### config.mk
export PLATFORM = sky130hd
export DESIGN_NAME = pws_div_cell
export DESIGN_NICKNAME = d
export VERILOG_FILES = /design/src/hw/rtl/pws_pkg.sv /design/src/hw/rtl/pws_div_cell.sv
export SDC_FILE = /design/constraint.sdc
export NUM_CORES = 1
export LEC_CHECK = 0
export ABC_CLOCK_PERIOD_IN_PS = 1700
export BUFFER_PORTS_ARGS = -buffer_cell sky130_fd_sc_hd__buf_2
export CORE_AREA = 2 2 324 326
export CTS_CLUSTER_SIZE = 10
export DETAILED_ROUTE_END_ITERATION = 12
export DIE_AREA = 0 0 326 328
export GPL_TIMING_DRIVEN = 0
export PLACE_DENSITY = 0.47
export SYNTH_ARGS = -nofsm -noshare
export SYNTH_HDL_FRONTEND = slang
export SYNTH_SLANG_ARGS = --single-unit
### constraint.sdc
create_clock -name clk -period 1.7 [get_ports clk]
set_input_delay 0.17 -clock clk [delete_from_list [all_inputs] [get_ports clk]]
set_output_delay 0.17 -clock clk [all_outputs]
set_load 0.02 [all_outputs]
### src/hw/rtl/pws_pkg.sv
// ---------------------------------------------------------------------------
// pws_pkg: shared types, constants and functions for the projection unit
// Fixed-point widths, register indexes, divider cell types and the arithmetic
// helpers used by the front end, the divider cells and the top level.
// ---------------------------------------------------------------------------
`default_nettype none

package pws_pkg;

	// Fixed-point format and derived widths
	localparam int FRAC_BITS = 16;
	localparam int COORD_W   = 32;
	localparam int PROD_W    = 2 * COORD_W;
	localparam int ACC_W     = PROD_W + 2 - FRAC_BITS;
	localparam int SIZE_W    = 14;
	localparam int SHIFT     = FRAC_BITS - 1;
	localparam int MP_W      = ACC_W + SIZE_W;
	localparam int NUM_W     = MP_W + SHIFT;
	localparam int Q_W       = 34;
	localparam int REM0_W    = NUM_W - Q_W;
	localparam int HALF_W    = SIZE_W + SHIFT;
	localparam int SUM_W     = Q_W + 2;
	localparam int CFG_IDX_W = 4;
	localparam int CFG_DATA_W = 64;

	// Near-plane threshold, rounded to the fixed-point grid
	localparam longint W_MIN_VAL = ((64'sd1 <<< FRAC_BITS) + 500) / 1000;
	localparam logic signed [ACC_W-1:0] W_MIN = ACC_W'(W_MIN_VAL);

	// Behind-viewer scaling and its saturation limits
	localparam int BEHIND_SCALE = 100000;
	localparam int BEHIND_LIM   = 2147483647 / BEHIND_SCALE;
	localparam logic signed [ACC_W-1:0] LIM_P = ACC_W'(BEHIND_LIM);
	localparam logic signed [ACC_W-1:0] LIM_N = -LIM_P;
	localparam logic signed [COORD_W-1:0] SCALE_C = COORD_W'(BEHIND_SCALE);

	// Output saturation bounds at the final sum width
	localparam logic signed [SUM_W-1:0] S_MAX = {{(SUM_W-31){1'b0}}, {31{1'b1}}};
	localparam logic signed [SUM_W-1:0] S_MIN = {{(SUM_W-31){1'b1}}, {31{1'b0}}};

	// Configuration register indexes
	typedef enum logic [CFG_IDX_W-1:0] {
		REG_ROW0_XY = 4'd0,
		REG_ROW0_ZT = 4'd1,
		REG_ROW1_XY = 4'd2,
		REG_ROW1_ZT = 4'd3,
		REG_ROW3_XY = 4'd4,
		REG_ROW3_ZT = 4'd5,
		REG_VIEW_W  = 4'd6,
		REG_VIEW_H  = 4'd7
	} cfg_reg_t;

	// Configuration image handed to the front end
	typedef struct packed {
		logic [CFG_DATA_W-1:0] r0xy;
		logic [CFG_DATA_W-1:0] r0zt;
		logic [CFG_DATA_W-1:0] r1xy;
		logic [CFG_DATA_W-1:0] r1zt;
		logic [CFG_DATA_W-1:0] r3xy;
		logic [CFG_DATA_W-1:0] r3zt;
		logic [SIZE_W-1:0]     vw;
		logic [SIZE_W-1:0]     vh;
	} cfg_t;

	// One divider lane: partial remainder, pending dividend bits, quotient
	typedef struct packed {
		logic [ACC_W-1:0] rem;
		logic [Q_W-1:0]   num;
		logic [Q_W-1:0]   quo;
	} lane_t;

	// Values that ride along with the division
	typedef struct packed {
		logic               on;
		logic [COORD_W-1:0] bx;
		logic [COORD_W-1:0] by;
		logic               negx;
		logic               negy;
		logic [HALF_W-1:0]  halfx;
		logic [HALF_W-1:0]  halfy;
		logic               bigx;
		logic               bigy;
		logic [ACC_W-1:0]   w;
	} meta_t;

	typedef struct packed {
		meta_t meta;
		lane_t lx;
		lane_t ly;
	} cell_t;

	// One restoring-division step: one quotient bit
	function automatic lane_t div_step(input lane_t l, input logic [ACC_W-1:0] w);
		logic [ACC_W:0] t;
		logic           qb;
		lane_t          r;
		t  = {l.rem, l.num[Q_W-1]};
		qb = 1'b0;
		if (t >= {1'b0, w}) begin
			t  = t - {1'b0, w};
			qb = 1'b1;
		end
		r.rem = t[ACC_W-1:0];
		r.num = {l.num[Q_W-2:0], 1'b0};
		r.quo = {l.quo[Q_W-2:0], qb};
		return r;
	endfunction

	// Clip coordinate scaled for a point behind the viewer, saturated
	function automatic logic [COORD_W-1:0] behind_axis(input logic signed [ACC_W-1:0] c);
		logic signed [COORD_W-1:0] cs;
		logic signed [COORD_W-1:0] r;
		cs = {{(COORD_W-16){c[15]}}, c[15:0]};
		if (c > LIM_P) begin
			r = {1'b0, {(COORD_W-1){1'b1}}};
		end else if (c < LIM_N) begin
			r = {1'b1, {(COORD_W-1){1'b0}}};
		end else begin
			r = cs * SCALE_C;
		end
		return r;
	endfunction

	// Viewport center plus or minus the quotient, saturated
	function automatic logic [COORD_W-1:0] map_sat(input logic [HALF_W-1:0] half,
		input logic [Q_W-1:0] q, input logic neg, input logic big);
		logic signed [SUM_W-1:0] hh;
		logic signed [SUM_W-1:0] qq;
		logic signed [SUM_W-1:0] s;
		logic [COORD_W-1:0]      r;
		hh = SUM_W'(half);
		qq = big ? {2'b00, {Q_W{1'b1}}} : {2'b00, q};
		s  = neg ? (hh - qq) : (hh + qq);
		if (s > S_MAX) begin
			r = {1'b0, {(COORD_W-1){1'b1}}};
		end else if (s < S_MIN) begin
			r = {1'b1, {(COORD_W-1){1'b0}}};
		end else begin
			r = s[COORD_W-1:0];
		end
		return r;
	endfunction

endpackage

`default_nettype wire

### src/hw/rtl/pws_div_cell.sv
// ---------------------------------------------------------------------------
// pws_div_cell: one cell of the divider chain
// Produces one quotient bit for the x and the y lane and hands the partial
// results and side values to the next cell.
// ---------------------------------------------------------------------------
`default_nettype none

module pws_div_cell import pws_pkg::*; (
	input  wire logic  clk,
	input  wire logic  arst_n,
	input  wire logic  adv,
	input  wire logic  d_valid,
	input  wire cell_t d,
	output logic       q_valid,
	output cell_t      q
);

	logic  valid_q;
	cell_t cell_q;

	// Advance the valid bit
	always_ff @(posedge clk or negedge arst_n) begin
		if (!arst_n) begin
			valid_q <= 1'b0;
		end else if (adv) begin
			valid_q <= d_valid;
		end
	end

	// Take one division step on each lane
	always_ff @(posedge clk) begin
		if (adv) begin
			cell_q.meta <= d.meta;
			cell_q.lx   <= div_step(d.lx, d.meta.w);
			cell_q.ly   <= div_step(d.ly, d.meta.w);
		end
	end

	assign q_valid = valid_q;
	assign q       = cell_q;

endmodule

`default_nettype wire
# Word level (Yosys, flattened, before mapping)
# Index checks and enable logic that the tools add are counted.
# totals
register_bits,412
latchBits,0
input_bits,417
romBits,0
memories,0
ramBits,0
elab_cells,25
output_inout_bits,414
# classes
shift,0
div,0
n_mul,0
muxes,4
n_reduce_logical,0
n_eq_ne,0
magnitude_cmp,2
bitwise_logic,0
addsub,2
# ops
op,n
greater-or-equal comparator 51 x 50 -> 1 bit,2
2-to-1 mux 50 bit,2
subtractor 50 bit,2
2-to-1 mux 1 bit,2

# Longest topological paths before layout
# Gate-level depths: netlist of run 1.
# logic_depth
depth_word,2
depth_mapped,14
depth_no_buf,13

# Least setup slack after synthesis of run 1
# Ideal clock, no wire load.
# synth_timing
path_kind,input to register
start,input d[67] (netlist name)
end,"register cell_q, in the netlist q[116] (data pin)"
slack_ns,-1.111
setup_time_ns,0.257
required_time_ns,1.443
path_buffers,0
path_stages,13
t_arrival_ns,2.554
cell_sequence,inv_1 -> ha_1 -> inv_1 -> fa_1 -> a21oi_1 -> o211ai_1 -> a32oi_1 -> a31oi_1 -> nor3_1 -> o21ai_0 -> a2111oi_0 -> xor2_1 -> a21oi_2
# synth_between
elab_chain_cells,2
word_cells_on_any_way,3
# synth_rtl
item,line,rtl
"start, declared",pws_div_cell.sv:13,"input wire cell_t d,"
subtractor 50 bit / greater-or-equal comparator 51 x 50 -> 1 bit (equally long branches),"pws_pkg.sv:100, pws_pkg.sv:99",
2-to-1 mux 50 bit (*),pws_pkg.sv:99,"if (t >= {1'b0, w}) begin"
"end, declared",pws_div_cell.sv:19,cell_t cell_q;
# Every way passes the cells marked *; elsewhere a longest branch is shown, timed or not.
# A chain may end at the register's enable or synchronous reset.

# Final worst setup path of run 1
# layout_timing
start,input d[237] (netlist name)
end,"register cell_q, in the netlist q[114] (data pin)"
# The elaborated chain is that of the path after synthesis.

==> results of run 1 <==
-- final timing paths --
path,startpoint,end
max reg2reg,q_valid,q_valid
max,d[237],q[114]
min in group asynchronous,arst_n,q_valid
min reg2reg,q_valid,q_valid
min,d[236],q[68]
max in group asynchronous,arst_n,q_valid
-- what timing repair did --
item                                    CTS  global route
hold buffers                            412             3
pin swaps                                65            91
buffers inserted                         60            42
hold endpoints to repair                446             2
resized for setup                       252           248
endpoints found under the setup margin  102           102
gates cloned                              7             4
-- through the flow --
stage | setup WS [ps] | utilization, % | setup TNS, ps
6_report | -810.6 | 34.52 | -64150
3_3_place_gp | -6820 | 25.72 | -2822410
4_1_cts | -839.9 | 33.15 | -70540
5_1_grt | -878.2 | 34.51 | -69180
2_1_floorplan | -961.9 | - | -80140
3_5_place_dp | -2541 | 25.84 | -231570
-- power by group through the flow --
stage,sequential (mW),clock (mW),combinational [mW]
floorplan,14.2,0,2.93
global placement,13.0,0,7.56
detailed placement,12.8,0,7.58
CTS,12.7,11.9,9.21
global route,12.7,12.1,10.3
finish,12.6,11.4,9.75
-- sequential cells by signal, summed over array words and instances, names as in the netlist --
name	flops
q_valid	1
q	411
-- layout make-up --
cell class                 count  area [um^2]
antenna                       12        30.03
buffer                        35        424.2
clock buffer                  74         1446
clock inverter                19        255.2
fill                       10370        67580
inverter                      86        449.2
multi-input combinational   1032         9081
sequential                   412        12370
tap                         1380         1727
timing repair buffer        1355         9846
-- metal layers --
layer | share of wire (%) | GRT usage (%) | vias up
met1 | 37 | 21.28 | 9227
met2 | 52 | 36.04 | 651
met3 | 6.7 | 5.223 | 166
met4 | 3.9 | 6.772 | 36
met5 | 0.20 | 0 | -
li1 | - | - | 8814
-- cells by family after synthesis --
family	count (synthesis)	synth area share (%)
AOI/OAI and AO/OA	446	14.58
and+or+nand+nor	386	9.106
DFF	412	62.12
other	1	0.01884
buffers and inverters	147	3.199
adders and majority gates	102	6.486
xor gates and xnor gates	82	3.607
muxes	14	0.8861
-- worst min-delay path: stages --
cell and delay (ps):
buf_8 120, ha_4 150, a21oi_4 70
-- cell usage after synthesis, drive strengths merged, types with 4 or more instances --
| library cell | number | area [um^2] |
|---|---|---|
| edfxtp | 411 | 12340 |
| a21oi | 190 | 1067 |
| nor2 | 129 | 484.2 |
| nand2 | 103 | 386.6 |
| ha | 100 | 1251 |
| inv | 86 | 322.8 |
| o21ai | 73 | 369.1 |
| a21o | 53 | 397.9 |
| xnor2 | 49 | 429.2 |
| nand4 | 34 | 212.7 |
| xor2 | 33 | 289.0 |
| clkbuf | 32 | 121.4 |
| buf | 29 | 192.7 |
| nand3 | 29 | 145.1 |
| nor3 | 25 | 125.1 |
| o21bai | 20 | 150.1 |
| o21a | 15 | 112.6 |
| and3 | 14 | 87.58 |
| mux2 | 14 | 176.4 |
| o31ai | 13 | 97.59 |
| a211oi | 10 | 75.07 |
| a31oi | 9 | 56.30 |
| o211ai | 9 | 67.56 |
| nor2b | 8 | 50.05 |
| a41oi | 6 | 52.55 |
| and2 | 6 | 40.04 |
| nand2b | 6 | 37.54 |
| nor4 | 6 | 37.54 |
| or3 | 6 | 42.54 |
| a211o | 5 | 43.79 |
| a221oi | 5 | 56.31 |
| o2111ai | 5 | 43.79 |
| o41ai | 4 | 53.81 |
| or2 | 4 | 25.02 |
==> impl_results.md, run 1 <==
* Max cap viols at 0
* Worst path depth at 14
* Clock tree buffer depth at 3
* DR pass1 iterations at 5
* Buf/Inv on CP at 4
* First-pass GRT wire length at 146.8 mm
* Crit path required time at 2090 ps
* Total die area at 0.1069 mm^2
* Status: finished, violations left
* RSZ-0062 raised after global routing: true
* Final hold vios at 0
* Post-synth EDFFs at 411
* Post-DP HPWL at 85.80 mm
* Initial Util at 19.29%
* Tot Pwr at 33.79 mW
* Vias per cell at 4.289
* Clk_skew at 0 ps
* CP most frequent cell: a21oi_2
* Post-Route WL at 109.5 mm
* Post-layout instance area at 0.03563 mm^2
* Crit. End Element: flop
* Synth async-reset ratio at 0.2427%
* DRC Markers at 0
* Hold path depth at 3
* Final setup fails at 102
* Fin Hold WS at 62.38 ps
* Finished Layout Cells at 4405
* CTS clk-pin slew, worst paths at 60 ps
* Worst path slowest cell: or3_4
* Max IR drop VDD at 0.8680 mV
* Die Y at 328 um
* Max-slew violation count at 0
* Top delay family on crit path: compound AO/OA/AOI/OAI gates
* CTS tree: yes
* Number of library cell types mapped by synthesis at 80
* Post-synthesis sequential area ratio at 62.12%
* CTS sink count at 412
* Worst-Margin Slew at 675.9 ps
* Synthesis warning total at 0
* Vias in the first global route at 19170
* Syn Area/Cell at 12.52 um^2
* Routed len/inst at 24.86 um
* Root buffer cell: clkbuf_16
* Failing checks: negative setup slack
* Area delta synth->final at 78.94%
* Fin crit share at 147.7%
* Crit-path max cell delay at 460 ps
* Clock power share at 33.7%
* DRT iter0 DRCs at 1022
* Share of layout cells above drive strength 1 at 46.86%
* Max Fanout on Critical Path at 4
* Core ar. at 0.1032 mm^2
* Standard-cell rows at 118
* NetSw at 10.67 mW
* Largest net degree at the start of global routing at 117
* Antenna violations before repair at 43
* Synth Flop Type: edfxtp_1
* Placer Congestion at 0.8671
* #FFs+latches synth at 412
* Vias at 18890
* Inst Count DP at 3801
* Critical Path Source Type: input pin
* CP cell instances: buf_8, clkinvlp_4, buf_12, fa_2, a21oi_2, o211ai_1, a32oi_2, buf_4, a31oi_4, or3_4, o21ai_4, o31ai_4, xnor2_2, a21oi_2
* Max_slew headroom at 54.94%
* Die Span X at 326 um
* Pwr dens at 948.5 mW/mm^2
* Internal at 23.12 mW
* Sw frac at 31.59%
* Clk Latency, worst-skew pair at 630 ps
* IO buf count at 826
* CTS Buf Count at 54
* Nets at 3495
* H-Tree Depth at 2
* Post-route ant nets at 0
* Crit path DAT at 2900 ps
* Reg-to-reg setup timing slack at 960 ps
* Lkg Pwr at 14.58 nW
* Most frequent cells in the layout: buf_2, dlygate4sd3_1, edfxtp_1
* Achievable Freq at 0.3983 GHz
* Worst Hold Class: in2reg
* Comb power frac at 28.9%
* Reg power frac at 37.4%
* Mapped Cells at 1590
* Critical path type: in2reg
* Total grt overflow at 0
* Dpl cell area at 0.02667 mm^2
* Ports at 831
* Most common cell after layout, fill and taps aside: buf_2
* Setup WS post-layout at -810.6 ps
* Synth Cell Area at 0.01991 mm^2
* Gr usage total at 19.47%
* Worst reg2reg path depth at 1
* Final worst path period need at 2511 ps
(Power assumes the default switching activity.)
==> run 2: changes to the inputs <==
==> constraint.sdc (replaced) <==
create_clock -name clk -period 1.7 [get_ports clk]
set_input_delay 0.255 -clock clk [delete_from_list [all_inputs] [get_ports clk]]
set_output_delay 0.255 -clock clk [all_outputs]
set_load 0.02 [all_outputs]
==> impl_results.md, run 2 (synthesis gave the netlist of run 1 again) <==
* Status: finished, violations left
* Failing checks: negative setup slack
* CTS sink count at 412 (unchanged)
* Final setup fails at 102 (unchanged)
* Largest net degree at the start of global routing at 117 (unchanged)
* Pwr dens at 953.1 mW/mm^2 (+0.49%)
* GRT met3 Usage at 5.187% (-0.036 points)
* Max Fanout on Critical Path at 6 (+2)
* Final hold vios at 0 (unchanged)
* Post-DP HPWL at 85.80 mm (unchanged)
* Initial Util at 19.29% (unchanged)
* Lkg Pwr at 14.48 nW (-0.69%)
* Die Y at 328 um (unchanged)
* Gr usage total at 19.39% (-0.082 points)
* Fin crit share at 152.3% (+4.6 points)
* Root buffer cell: clkbuf_16
* Most common cell after layout, fill and taps aside: buf_2
* DR pass1 iterations at 5 (unchanged)
* Max-slew violation count at 0 (unchanged)
* Clk_skew at 0 ps (unchanged)
* H-Tree Depth at 2 (unchanged)
* CTS tree: yes
* Ports at 831 (unchanged)
* Reg-to-reg setup timing slack at 960 ps (about the same)
* First-pass GRT wire length at 146.1 mm (-0.44%)
* Internal at 23.07 mW (-0.20%)
* Placer Congestion at 0.8671 (unchanged)
* Crit path required time at 2080 ps (about the same)
* Critical Path Source Type: input pin
* CP cell instances: buf_6, inv_4, ha_4, buf_4, o21a_1, a21oi_2, o21ai_2, o211a_4, o21ai_4, o41ai_4, a311o_1, buf_12, buf_12, buf_12, mux2_4
* Top delay family on crit path: compound AO/OA/AOI/OAI gates
* Clock tree buffer depth at 3 (unchanged)
* Max_slew headroom at 49.56% (-5.4 points)
* Post-Route WL at 109.0 mm (-0.49%)
* Post-route ant nets at 0 (unchanged)
* Setup WS post-layout at -888.9 ps (-78.30 ps)
* Clock power share at 33.8% (about the same)
* Achievable Freq at 0.3863 GHz (-3.0%)
* Die Span X at 326 um (unchanged)
* CP most frequent cell: buf_12
* Nets at 3473 (-0.63%)
* CTS clk-pin slew, worst paths at 50 ps (about the same)
* Worst Hold Class: in2reg
* FF+latch area at 0.01237 mm^2 (unchanged)
* Most frequent cells in the layout: buf_2, edfxtp_1, dlygate4sd3_1
* NetSw at 10.66 mW (-0.17%)
* Share of layout cells above drive strength 1 at 47.07% (+0.21 points)
* Crit-path max cell delay at 320 ps (-140 ps)
* Total die area at 0.1069 mm^2 (unchanged)
* Standard-cell rows at 118 (unchanged)
* # fillers at 10400 (+0.28%)
* Crit. End Element: flop
* Clk Latency, worst-skew pair at 630 ps (about the same)
* Sw frac at 31.60% (about the same)
* IO buf count at 826 (unchanged)
* Routed len/inst at 24.86 um (about the same)
* Max cap viols at 0 (unchanged)
* Worst-Margin Slew at 751.5 ps (+75.66 ps)
* Total grt overflow at 0 (unchanged)
* Critical path type: in2reg
* Vias per cell at 4.287 (about the same)
* Final worst path period need at 2589 ps (+78.30 ps)
* Vias at 18790 (-0.56%)
* DRT iter0 DRCs at 960 (-6.1%)
* Antenna violations before repair at 42 (-2.3%)
* Reg power frac at 37.5% (about the same)
* Tot Pwr at 33.73 mW (-0.19%)
* Core ar. at 0.1032 mm^2 (unchanged)
* CTS Buf Count at 54 (unchanged)
* GR Util met2 at 35.70% (-0.34 points)
* Met1 Usage GRT at 21.25% (-0.030 points)
* Area delta synth->final at 77.73%
* Fin Hold WS at 48.92 ps (-13.46 ps)
* GRT busiest layer: met2
* Vias in the first global route at 19080 (-0.47%)
* Buf/Inv on CP at 6 (+2)
* Multi-input logic area at 0.009059 mm^2 (-0.25%)
* Max IR drop VDD at 0.8638 mV (-0.49%)
* Comb power frac at 28.7% (-0.2 points)
* Crit path DAT at 2970 ps (+70 ps)
* DRC Markers at 0 (unchanged)
* RSZ-0062 raised after global routing: true
* Largest register FFs at 411 (unchanged)
* Worst path slowest cell: a311o_1
[run 2: cell types whose count changed in the layout (fill, tap and decap cells not counted), sizes merged]
cell         previous run  this run
dlygate4sd3           414       395
buf                   958       955
[run 2: layer usage]
layer | wire length [um] | up-vias
met5 | 207 | -
met3 | 7459 | 169
met2 | 56420 | 638
met4 | 4674 | 34
met1 | 40190 | 9184
li1 | - | 8764
[run 2: repair_timing]
item	4_1_cts	5_1_grt
pin swaps	65	90
endpoints found under the setup margin	102	102
gates resized for setup	252	245
setup buffers	60	39
hold buffers	394	2
cloned	7	4
hold endpoints to repair	427	2
[run 2: cell type report]
cell class / count / share of cell area [%]
flip-flops and latches: 412 / 34.95
repair buffers: 1333 / 27.22
multi-input cells: 1032 / 25.60
well taps: 1380 / 4.880
clock buffers: 74 / 4.088
inverters: 86 / 1.262
plain buffers: 35 / 1.199
clock inverters: 19 / 0.7213
diodes: 12 / 0.08486
[run 2: power groups by stage]
stage | Sequential, mW | Combinational (mW) | Clock, mW
global placement | 13.0 | 7.56 | 0
detailed placement | 12.8 | 7.58 | 0
floorplan | 14.2 | 2.93 | 0
CTS | 12.7 | 9.17 | 11.9
global route | 12.7 | 10.3 | 12.1
finish | 12.6 | 9.68 | 11.4
[run 2: per-stage QoR]
step | cell area [um^2] | cells | util [%] | worst slack, ps | TNS [ps]
after floorplan | 20690 | 1591 | - | -1047 | -88810
after detailed placement | 26670 | 3801 | 25.84 | -2626 | -254010
after global routing | 35370 | 4378 | 34.28 | -963.3 | -77820
after global placement | 26550 | 3797 | 25.72 | -6905 | -2866100
after CTS | 34030 | 4343 | 32.98 | -924.9 | -79210
final | 35390 | 4383 | 34.29 | -888.9 | -72710
[run 2: final timing paths]
kind	from	end	cells past startpoint
hold reg to reg	q_valid	q_valid	1
hold / removal	d[109]	q[110]	2
setup reg to reg	q_valid	q_valid	1
max in group asynchronous	arst_n	q_valid	3
min in group asynchronous	arst_n	q_valid	3
setup / recovery	d[244]	q[90]	15
==> run 3: changes to the inputs <==
==> constraint.sdc (replaced) <==
create_clock -name clk -period 1.7 [get_ports clk]
set_input_delay 0.34 -clock clk [delete_from_list [all_inputs] [get_ports clk]]
set_output_delay 0.34 -clock clk [all_outputs]
set_load 0.02 [all_outputs]
==> impl_results.md, run 3 (synthesis gave the netlist of run 1 again) <==
* DR pass1 iterations at 4 (-1)
* Crit path DAT at 3050 ps (+80 ps)
* Post-route ant nets at 0 (unchanged)
* Max_slew headroom at 56.09% (+6.5 points)
* Final worst path period need at 2667 ps (+78.20 ps)
* Standard-cell rows at 118 (unchanged)
* Initial Util at 19.29% (unchanged)
* Clk Latency, worst-skew pair at 630 ps (about the same)
* Total die area at 0.1069 mm^2 (unchanged)
* Gr usage total at 19.19% (-0.20 points)
* CTS clk-pin slew, worst paths at 60 ps (about the same)
* RSZ-0062 raised after global routing: true
* Max-slew violation count at 0 (unchanged)
* First-pass GRT wire length at 144.3 mm (-1.3%)
* Core ar. at 0.1032 mm^2 (unchanged)
* Achievable Freq at 0.3749 GHz (-2.9%)
* Die Y at 328 um (unchanged)
* Worst reg2reg path depth at 1 (unchanged)
* Clk_skew at 0 ps (unchanged)
* Crit. End Element: flop
* Clock tree buffer depth at 3 (unchanged)
* Vias per cell at 4.268 (-0.44%)
* Max cap viols at 0 (unchanged)
* Fin crit share at 156.9% (+4.6 points)
* Worst-Margin Slew at 658.6 ps (-92.90 ps)
* Failing checks: negative setup slack
* Setup WS post-layout at -967.1 ps (-78.20 ps)
* DRC Markers at 0 (unchanged)
* # fillers at 10420 (+0.20%)
* Hold_sp: d[190]
* Hold path depth at 3 (+1)
* Final setup fails at 102 (unchanged)
* Largest net degree at the start of global routing at 117 (unchanged)
* Post-DP HPWL at 85.80 mm (unchanged)
* IO buf count at 826 (unchanged)
* Nets at 3415 (-1.7%)
* Share of layout cells above drive strength 1 at 48.69% (+1.6 points)
* Root buffer cell: clkbuf_16
* Routed len/inst at 24.96 um (+0.42%)
* Dpl cell area at 0.02667 mm^2 (unchanged)
* Lkg Pwr at 14.27 nW (-1.4%)
* Reg-to-reg setup timing slack at 960 ps (about the same)
* Total grt overflow at 0 (unchanged)
* H-Tree Depth at 2 (unchanged)
* Crit path required time at 2080 ps (about the same)
* Setup TNS at -84000 ps (-11300 ps)
* Max IR drop VDD at 0.8655 mV (+0.20%)
* Post-Place Worst Slack at -2711 ps (-85.00 ps)
* Pwr dens at 964.7 mW/mm^2 (+1.2%)
* Worst Hold End: q[191]
* Status: finished, violations left
* Post-Route WL at 108.0 mm (-0.88%)
* Fin util at 33.79% (-0.50 points)
* Reg2reg start: q_valid
* Antenna violations before repair at 42 (unchanged)
* CTS Buf Count at 54 (unchanged)
* Final hold vios at 0 (unchanged)
* Largest register FFs at 411 (unchanged)
* Vias at 18460 (-1.7%)
* Critical Path Source Type: input pin
* Reg-to-Reg End: q_valid
* Vias in the first global route at 18680 (-2.1%)
* CTS tree: yes
* Max Fanout on Critical Path at 6 (unchanged)
* Worst Hold Class: in2reg
* Most frequent cells in the layout: buf_2, edfxtp_1, dlygate4sd3_1
* Die Span X at 326 um (unchanged)
* Post-layout instance area at 0.03487 mm^2 (-1.5%)
* CTS sink count at 412 (unchanged)
* DRT iter0 DRCs at 848 (-12%)
* Area delta synth->final at 75.13%
* Ports at 831 (unchanged)
* Most common cell after layout, fill and taps aside: buf_2
* Tot Pwr at 33.64 mW (-0.26%)
* Placer Congestion at 0.8671 (unchanged)
* Critical path type: in2reg
[run 3: area by class of cell]
cell class / count / area [um^2] / share of cell area [%]
repair buffers: 1276 / 9050 / 25.96
clock inverters: 19 / 255.2 / 0.7320
diodes: 13 / 32.53 / 0.09330
flip-flops and latches: 412 / 12370 / 35.47
multi-input cells: 1032 / 9111 / 26.13
well taps: 1380 / 1727 / 4.952
plain buffers: 34 / 429.2 / 1.231
inverters: 86 / 449.2 / 1.288
clock buffers: 74 / 1446 / 4.148
[run 3: worst max path at each step]
| stage | startpoint | slack [ps] | end | cells past startpoint |
|---|---|---|---|---|
| after floorplan | d[246] | -1130 | q[75] | 13 |
| after global placement | adv | -6990 | q_valid | 2 |
| after detailed placement | d[259] | -2710 | q[108] | 13 |
| after global routing | d[237] | -1050 | q[114] | 14 |
| after CTS | d[246] | -1010 | q[90] | 14 |
| final | d[244] | -970 | q[90] | 15 |
[run 3: report_power, final]
group,internal (mW),switching (mW)
Sequential,12.4,0.250
Combinational,3.95,5.66
Clock,6.68,4.70
[run 3: stage by stage]
step / hold slack (ps) / instances
after floorplan: 44.41 / 1591
after global placement: 114.7 / 3797
after detailed placement: 116.3 / 3801
after CTS: 1.356 / 4275
after global routing: 12.74 / 4320
final: 44.41 / 4326
[run 3: repair_timing]
action	CTS	global route
buffers inserted	60	53
hold buffers	326	0
resized for setup	253	271
cloned	7	4
setup endpoints to repair	103	102
pin swaps	65	91
endpoints found under the hold margin	325	0
[run 3: layer usage]
layer | wire length [um] | vias up | track usage (%)
li1 | - | 8641 | -
met1 | 39940 | 9011 | 20.95
met2 | 56120 | 623 | 35.26
met3 | 7323 | 156 | 5.254
met4 | 4400 | 32 | 7.123
met5 | 204 | - | 0
[run 3: worst max-delay path: stages]
cell and delay (ps):
buf_6 100, inv_4 90, ha_4 210, buf_4 150
o21a_1 110, a21oi_2 200, o21ai_2 110, o211a_4 300
o21ai_4 250, o41ai_4 110, a311o_1 320, buf_12 160
buf_12 120, buf_12 140, mux2_4 320
